## config.mk

```make
export PLATFORM = sky130hd
export DESIGN_NAME = priority_bitmap_task_scheduler
export DESIGN_NICKNAME = d
export VERILOG_FILES = /design/src/rtl/pbs_pkg.sv /design/src/rtl/pbs_delay_mem.sv /design/src/rtl/pbs_step_unit.sv /design/src/rtl/priority_bitmap_task_scheduler.sv
export SDC_FILE = /design/constraint.sdc
export NUM_CORES = 1
export LEC_CHECK = 0
export BUFFER_PORTS_ARGS = -buffer_cell sky130_fd_sc_hd__buf_4
export CORE_UTILIZATION = 30
export CTS_BUF_LIST = sky130_fd_sc_hd__clkbuf_8
export DETAILED_ROUTE_END_ITERATION = 16
export GPL_TIMING_DRIVEN = 1
export PLACE_DENSITY_LB_ADDON = 0.1
export SLEW_MARGIN = 0
export SYNTH_ARGS = -nofsm -noshare
export SYNTH_HDL_FRONTEND = slang
export SYNTH_HIERARCHICAL = 1
export SYNTH_SLANG_ARGS = --single-unit
```

## constraint.sdc

```tcl
create_clock -name clk -period 12 [get_ports clk]
set_input_delay 0.6 -clock clk [delete_from_list [all_inputs] [get_ports clk]]
set_output_delay 0.6 -clock clk [all_outputs]
set_load 0.02 [all_outputs]
```

## src/rtl/pbs_pkg.sv

```systemverilog
// Shared types and constants for the priority bitmap task scheduler.
// No dependencies; imported by every module of the block.
package pbs_pkg;

    localparam logic [2:0] OP_READY  = 3'd0;
    localparam logic [2:0] OP_DELAY  = 3'd1;
    localparam logic [2:0] OP_TICK   = 3'd2;
    localparam logic [2:0] OP_LOCK   = 3'd3;
    localparam logic [2:0] OP_UNLOCK = 3'd4;
    localparam logic [2:0] OP_START  = 3'd5;

    localparam logic [7:0] LOCK_MAX = 8'd255;

    localparam int CNT_W = 32;

    // per-entry result of the shared decrement unit
    typedef struct packed {
        logic wr_en;
        logic expire;
        logic ready_out;
    } step_res_t;

endpackage

```

## src/rtl/pbs_delay_mem.sv

```systemverilog
// Delay counter store: one write port, one registered read port.
// Depends on pbs_pkg for the counter width.
module pbs_delay_mem #(
    parameter int DEPTH = 32,
    parameter int AW    = 5
) (
    input  logic                     clk,
    input  logic                     we,
    input  logic [AW-1:0]            waddr,
    input  logic [pbs_pkg::CNT_W-1:0] wdata,
    input  logic [AW-1:0]            raddr,
    output logic [pbs_pkg::CNT_W-1:0] rdata
);
    import pbs_pkg::*;

    logic [CNT_W-1:0] mem [DEPTH];

    always_ff @(posedge clk)
    begin
        if (we)
        begin
            mem[waddr] <= wdata;
        end
    end

    always_ff @(posedge clk)
    begin
        rdata <= mem[raddr];
    end

endmodule

```

## src/rtl/pbs_step_unit.sv

```systemverilog
// Shared per-entry step: decrements one delay counter and resolves readiness.
// Depends on pbs_pkg for step_res_t and the counter width.
module pbs_step_unit (
    input  logic                      is_tick,
    input  logic                      flag,
    input  logic                      ready_in,
    input  logic [pbs_pkg::CNT_W-1:0] count,
    output logic [pbs_pkg::CNT_W-1:0] new_count,
    output pbs_pkg::step_res_t        res
);
    import pbs_pkg::*;

    logic active;

    assign active        = is_tick && flag;
    assign new_count     = count - CNT_W'(1);
    assign res.wr_en     = active;
    assign res.expire    = active && (new_count == '0);
    assign res.ready_out = ready_in || res.expire;

endmodule

```

## src/rtl/priority_bitmap_task_scheduler.sv

```systemverilog
// Top level of the priority bitmap task scheduler: event sequencer and state.
// Depends on pbs_pkg, pbs_delay_mem and pbs_step_unit.
//
// Usage:
//   Input channel: an event word (op, prio, ticks) is taken at a rising edge
//   where start is high and busy is low.
//   Result channel: one result word per event, shown for exactly one cycle
//   with done high. The receiver cannot stall; the word is gone after that
//   cycle, so it must be captured while done is high.
//
// Timing:
//   make ready, lock, unlock at zero or that leaves the lock held, delay
//   before start, start when already started, and unused op codes: busy
//   stays low, done rises at the accept edge itself, so one event
//   per cycle is possible.
//   delay after start, tick, unlock reaching zero and a start before start:
//   busy is high while the sequencer walks every priority once through the
//   delay counter memory (one read port, one write port) and the shared
//   decrement unit; done is high in the first cycle with busy low.
//   The walk also finds the lowest ready priority, bit by bit.
//
// Reset: rst_n (async, active low) clears the ready bitmap, delayed flags,
// current task, lock count and the started flag. The counter memory is not
// cleared; a counter value is used only while its delayed flag is set, and
// the flag is set only together with a write of that entry.
module priority_bitmap_task_scheduler #(
    parameter int NUM_PRIO = 32
) (
    input  logic        clk,
    input  logic        rst_n,
    input  logic        start,
    output logic        busy,
    input  logic [2:0]  op,
    input  logic [4:0]  prio,
    input  logic [31:0] ticks,
    output logic        done,
    output logic        switch_now,
    output logic [4:0]  next_prio,
    output logic [7:0]  lock_count,
    output logic        none_ready
);
    import pbs_pkg::*;

    localparam int PW = $clog2(NUM_PRIO);
    localparam int CW = $clog2(NUM_PRIO + 1);

    localparam logic ST_IDLE = 1'b0;
    localparam logic ST_SCAN = 1'b1;

    // architectural state
    logic [NUM_PRIO-1:0] ready_reg, ready_next;
    logic [NUM_PRIO-1:0] flag_reg, flag_next;
    logic [PW-1:0]       cur_reg, cur_next;
    logic [7:0]          locks_reg, locks_next;
    logic                started_reg, started_next;

    // sequencer
    logic          state_reg, state_next;
    logic [2:0]    op_reg, op_next;
    logic [CW-1:0] idx_reg, idx_next;
    logic          pv_reg, pv_next;       // entry in the process stage
    logic [PW-1:0] pidx_reg, pidx_next;
    logic          found_reg, found_next;
    logic [PW-1:0] best_reg, best_next;
    logic          done_reg, done_next;
    logic          sw_reg, sw_next;

    // memory port
    logic             mem_we;
    logic [PW-1:0]    mem_waddr;
    logic [CNT_W-1:0] mem_wdata;
    logic [PW-1:0]    mem_raddr;
    logic [CNT_W-1:0] mem_rdata;

    // step unit
    logic [CNT_W-1:0] step_count;
    step_res_t        step_res;

    logic          accept;
    logic [PW-1:0] prio_idx;
    logic          hit;

    assign accept   = start && !busy;
    assign busy     = (state_reg == ST_SCAN);
    assign prio_idx = PW'(prio);
    assign mem_raddr = idx_reg[PW-1:0];

    pbs_delay_mem #(
        .DEPTH (NUM_PRIO),
        .AW    (PW)
    ) u_mem (
        .clk   (clk),
        .we    (mem_we),
        .waddr (mem_waddr),
        .wdata (mem_wdata),
        .raddr (mem_raddr),
        .rdata (mem_rdata)
    );

    pbs_step_unit u_step (
        .is_tick   (op_reg == OP_TICK),
        .flag      (flag_reg[pidx_reg]),
        .ready_in  (ready_reg[pidx_reg]),
        .count     (mem_rdata),
        .new_count (step_count),
        .res       (step_res)
    );

    // first ready bit seen so far in the walk
    assign hit = pv_reg && step_res.ready_out && !found_reg;

    always_comb
    begin
        ready_next   = ready_reg;
        flag_next    = flag_reg;
        cur_next     = cur_reg;
        locks_next   = locks_reg;
        started_next = started_reg;
        state_next   = state_reg;
        op_next      = op_reg;
        idx_next     = idx_reg;
        pv_next      = 1'b0;
        pidx_next    = pidx_reg;
        found_next   = found_reg;
        best_next    = best_reg;
        done_next    = 1'b0;
        sw_next      = sw_reg;
        mem_we       = 1'b0;
        mem_waddr    = cur_reg;
        mem_wdata    = ticks;

        case (state_reg)
            ST_IDLE:
            begin
                if (accept)
                begin
                    sw_next    = 1'b0;
                    op_next    = op;
                    idx_next   = '0;
                    found_next = 1'b0;
                    best_next  = '0;
                    done_next  = 1'b1;
                    case (op)
                        OP_READY:
                        begin
                            if ({27'd0, prio} < 32'(NUM_PRIO))
                            begin
                                ready_next[prio_idx] = 1'b1;
                            end
                        end
                        OP_DELAY:
                        begin
                            if (started_reg)
                            begin
                                mem_we             = 1'b1;
                                mem_wdata          = (ticks == '0) ? CNT_W'(1) : ticks;
                                flag_next[cur_reg]  = 1'b1;
                                ready_next[cur_reg] = 1'b0;
                                state_next         = ST_SCAN;
                                done_next          = 1'b0;
                            end
                        end
                        OP_TICK:
                        begin
                            state_next = ST_SCAN;
                            done_next  = 1'b0;
                        end
                        OP_LOCK:
                        begin
                            if (locks_reg < LOCK_MAX)
                            begin
                                locks_next = locks_reg + 8'd1;
                            end
                        end
                        OP_UNLOCK:
                        begin
                            if (locks_reg != 8'd0)
                            begin
                                locks_next = locks_reg - 8'd1;
                                if (locks_reg == 8'd1)
                                begin
                                    state_next = ST_SCAN;
                                    done_next  = 1'b0;
                                end
                            end
                        end
                        OP_START:
                        begin
                            if (!started_reg)
                            begin
                                state_next = ST_SCAN;
                                done_next  = 1'b0;
                            end
                        end
                        default:
                        begin
                        end
                    endcase
                end
            end
            ST_SCAN:
            begin
                // issue stage: read one counter per cycle
                if (idx_reg < CW'(NUM_PRIO))
                begin
                    pv_next   = 1'b1;
                    pidx_next = idx_reg[PW-1:0];
                    idx_next  = idx_reg + CW'(1);
                end
                // process stage
                if (pv_reg)
                begin
                    if (step_res.wr_en)
                    begin
                        mem_we    = 1'b1;
                        mem_waddr = pidx_reg;
                        mem_wdata = step_count;
                    end
                    if (step_res.expire)
                    begin
                        flag_next[pidx_reg]  = 1'b0;
                        ready_next[pidx_reg] = 1'b1;
                    end
                    if (hit)
                    begin
                        found_next = 1'b1;
                        best_next  = pidx_reg;
                    end
                    if (pidx_reg == PW'(NUM_PRIO - 1))
                    begin
                        state_next = ST_IDLE;
                        done_next  = 1'b1;
                        if (op_reg == OP_START)
                        begin
                            if (found_next)
                            begin
                                started_next = 1'b1;
                                cur_next     = best_next;
                                sw_next      = 1'b1;
                            end
                        end
                        else if (started_reg && (locks_reg == 8'd0) && found_next &&
                                 (best_next != cur_reg))
                        begin
                            cur_next = best_next;
                            sw_next  = 1'b1;
                        end
                    end
                end
            end
            default:
            begin
                state_next = ST_IDLE;
            end
        endcase
    end

    always_ff @(posedge clk or negedge rst_n)
    begin
        if (!rst_n)
        begin
            ready_reg   <= '0;
            flag_reg    <= '0;
            cur_reg     <= '0;
            locks_reg   <= '0;
            started_reg <= 1'b0;
            state_reg   <= ST_IDLE;
            idx_reg     <= '0;
            pv_reg      <= 1'b0;
            found_reg   <= 1'b0;
            done_reg    <= 1'b0;
            sw_reg      <= 1'b0;
        end
        else
        begin
            ready_reg   <= ready_next;
            flag_reg    <= flag_next;
            cur_reg     <= cur_next;
            locks_reg   <= locks_next;
            started_reg <= started_next;
            state_reg   <= state_next;
            idx_reg     <= idx_next;
            pv_reg      <= pv_next;
            found_reg   <= found_next;
            done_reg    <= done_next;
            sw_reg      <= sw_next;
        end
    end

    // payload-side sequencer registers
    always_ff @(posedge clk)
    begin
        op_reg   <= op_next;
        pidx_reg <= pidx_next;
        best_reg <= best_next;
    end

    // result word reads the settled state during the done cycle
    assign done       = done_reg;
    assign switch_now = done_reg && sw_reg;
    assign next_prio  = 5'(cur_reg);
    assign lock_count = locks_reg;
    assign none_ready = ~|ready_reg;

`ifndef SYNTH
    a_done_not_busy: assert property (@(posedge clk) disable iff (!rst_n)
        done_reg |-> (state_reg == ST_IDLE))
        else $error("result strobe while walk in progress");

    a_locks_hold_in_walk: assert property (@(posedge clk) disable iff (!rst_n)
        (state_reg == ST_SCAN) && $past(state_reg == ST_SCAN) |-> $stable(locks_reg))
        else $error("lock count changed during walk");

    a_switch_target_ready: assert property (@(posedge clk) disable iff (!rst_n)
        switch_now |-> ready_reg[cur_reg])
        else $error("switch to a task that is not ready");

    a_walk_ends_with_done: assert property (@(posedge clk) disable iff (!rst_n)
        (state_reg == ST_SCAN) && (state_next == ST_IDLE) |=> done_reg)
        else $error("walk ended without a result");
`endif

endmodule
```

==> flow_metrics.py <==
metrics = {
    "placed_design": {
        "io_buffer_count": 59,
        "gp_congestion": 0.850,
        "dpl.hpwl_um": 96300,
    },
    "floorplanning": {
        "die_height_um": 400,
        "start_util_pct": 30.3,
        "coreArea_um2": 157000,
        "rows": 145,
        "die_w_um": 400,
        "dieArea_um2": 160000,
        "boundaryPins": 60,
    },
    "min_path": {
        "min_path_type": "input port to register",
        "whs_endpoint": "ready_reg[15]$_DFFE_PN0P_",
        "min_from": "prio[3]",
        "holdPathStages": 4,
    },
    "sta": {
        "fin_crit_ns": 5.28,
        "tightest_slew_ns": 1.37,
        "fin_setup_tns_ns": 0,
        "slew_headroom_pct": 8.64,
        "hold-worst-slack_ns": 0.151,
        "fin_crit_sh_pct": 44.0,
        "rsz0062_at_grt": "false",
        "fin_worst_skew_ns": 0.0844,
        "report.final.hold_viol_count": 0,
        "max_freq_mhz": 189,
        "drv_slew": 0,
        "setup_violations": 0,
    },
    "clocking": {
        "clk_latency_ns": 0.95,
        "cts.sinks": 1158,
        "htree_levels": 4,
        "cts_buffers": 204,
        "cts_hold_buf": 5,
        "clk_pin_slew_ns": 0.06,
        "tritoncts": "done",
        "ctsResizeCount": 0,
        "post_cts_buffers": 0,
        "cts.path.max_buffers": 3,
        "cts.root.buffer_cell": "clkbuf_8",
    },
    "worst_setup_path": {
        "worst_ep_arrival_time_ns": 6.06,
        "path_max_fanout": 16,
        "worstSetupStartpoint": "pidx_reg[4]$_DFFE_PP_",
        "r2r_slack_ns": 6.72,
        "reg2reg_from": "pidx_reg[4]$_DFFE_PP_",
        "startpoint_type": "register",
        "ff2ff_path_depth": 16,
        "path_class": "register to register",
        "worstReg2RegEnd": "next_prio[4]$_DFFE_PN0P_",
        "end_kind": "register",
        "crit_required_ns": 12.78,
    },
    "global_routing": {
        "grt_pass1_vias": 27700,
        "use_met2_pct": 30.4,
        "grt_usage_pct": 19.1,
        "use_met1_pct": 27.5,
        "grt_pass1_wl_um": 216000,
        "grt_util_met3_pct": 3.17,
        "busiest_layer": "met2",
        "grt_max_degree": 129,
        "antenna_found_initial": 12,
        "overflow": 0,
    },
    "logic_synthesis": {
        "synth_top_family_by_area": "multiplexers",
        "yosysSeqAreaShare_pct": 71.5,
        "synthesis.area_um2": 47500,
        "synth.distinct_cells": 72,
        "yosys.area_share.xor_xnor_pct": 0.771,
        "avgSynthCellArea_um2": 15.7,
        "syn-num-nets": 3073,
        "synth_compound_area_share_pct": 6.74,
        "yosysWarnings": 6,
        "synthTopCellsByArea": "edfxtp_1 (66%), mux2i_1 (11%), dfrtp_1 (4.7%), a22oi_1 (1.8%), a21oi_1 (1.7%)",
        "yosys.area.top_type": "edfxtp_1",
        "synth-seq-cells": 1158,
        "synth_mux_area_share_pct": 12.6,
        "ys.flop_type": "edfxtp_1",
        "async_flop_share_pct": 7.69,
        "synthCells": 3023,
        "synth-edff-count": 1037,
        "synth_simple_gate_area_share_pct": 6.10,
        "synth_top_cell_area_share_pct": 65.5,
        "synthAdderAreaFrac_pct": 0.184,
    },
    "pwr": {
        "leakage_uw": 0.0189,
        "power_density_nw_per_um2": 221,
        "peakVddDrop_uv": 262,
        "finalPower_uw": 12000,
    },
    "route": {
        "ant_nets": 0,
        "via_per_inst": 5.15,
        "wl_per_cell_um": 28.5,
        "drtIter0Drc": 2184,
        "finalWirelength_um": 154000,
        "vias": 27800,
        "drc": 0,
        "first_pass_iters": 7,
    },
    "outcome": {
        "outcome": "complete, no violations",
    },
    "run": {
        "drv_cap": 0,
    },
    "finish": {
        "area_delta_synth_final_pct": 14.0,
        "regMostFlops": "u_mem/mem",
        "nFillCells": 15200,
        "final_nets": 3226,
        "largest_reg_flops": 1024,
        "drive_above_1_share_pct": 14.6,
    },
}
## cell families after synthesis
group                      Yosys count
DFF                               1158
muxes                              573
and+or+nand+nor                    573
AOI/OAI and AO/OA                  492
buffers and inverters              179
xor gates and xnor gates            41
adders and majority gates            7
## worst max path at each step
stage | to
floorplan | u_mem/mem[12][0]$_DFFE_PP_
global placement | u_mem/mem[9][18]$_DFFE_PP_
detailed placement | u_mem/mem[8][18]$_DFFE_PP_
CTS | u_mem/mem[8][23]$_DFFE_PP_
global route | next_prio[4]$_DFFE_PN0P_
finish | next_prio[4]$_DFFE_PN0P_
## per-layer routing
| metal | routed length (µm) | vias up |
|---|---|---|
| li1 | - | 12200 |
| met2 | 72200 | 774 |
| met1 | 72400 | 14600 |
| met3 | 7190 | 176 |
| met5 | 0 | - |
| met4 | 2100 | 0 |
## per-stage QoR
step | cells | cell area [µm²] | utilization (%) | setup WS (ns)
3_3_place_gp | 5023 | 50300 | 32.1 | 6.76
6_report | 5400 | 54200 | 34.6 | 6.72
5_1_grt | 5394 | 54200 | 34.6 | 6.42
4_1_cts | 5393 | 54200 | 34.6 | 6.72
3_5_place_dp | 5023 | 50300 | 32.1 | 6.70
2_1_floorplan | 3023 | 47500 | - | 6.75
## where the power goes
part	internal, µW	total (µW)	leakage [µW]	switching (µW)
clock network	1750	3420	0.00224	1670
logic	1160	3790	0.00589	2630
registers	4540	4770	0.0107	225
## Yosys cell counts (44+ instances only)
cell         n
nand2_1    168
a22o_1      77
nor2_1      93
a21oi_1    161
o21ai_0     52
dfrtp_1     89
edfxtp_1  1037
mux2i_1    518
a31oi_1     44
a22oi_1    113
clkbuf_1    70
nand3_1    118
nor3_1      49
## worst max-delay path, stage by stage (launching register included)
cell,delay [ns]
edfxtp_1,0.71
nor3b_1,0.62
a22oi_1,0.23
nand4_1,0.17
and2_1,0.21
nand3_1,0.10
or4_1,0.43
nor4_1,0.42
nand3_1,0.24
o31ai_1,0.38
buf_4,0.20
nand3b_4,0.13
mux2i_1,0.36
xor2_1,0.22
nand3_2,0.17
o21a_1,0.29
a211oi_1,0.29
## cell type report
cell class	instances	area, µm²	share of cell area, %
flip-flops and latches	1158	34000	62.8
multi-input cells	1686	12800	23.7
clock buffers	216	2970	5.49
well taps	2058	2570	4.75
repair buffers	114	918	1.69
clock inverters	149	817	1.51
inverters	12	45.0	0.0831
diodes	7	17.5	0.0323
## placed cells by master, fill, tap and decap left out, drive strengths merged, types with 8 or more instances in the layout
cell,n
nand2,168
nand4,13
edfxtp,1037
o22ai,15
inv,104
mux2i,518
mux2,39
or3,12
nor3b,8
clkinv,53
and2,13
a21oi,161
nor3,52
xnor2,9
nor2,94
buf,109
dfrtp,89
nand3,120
nand3b,12
a22o,77
clkbuf,216
dfxtp,32
a22oi,113
o21ai,54
a31oi,44
or4,8
nor4,32
mux4,16
xor2,32
or2,9
No activity file was read; power rests on OpenSTA's default activity.
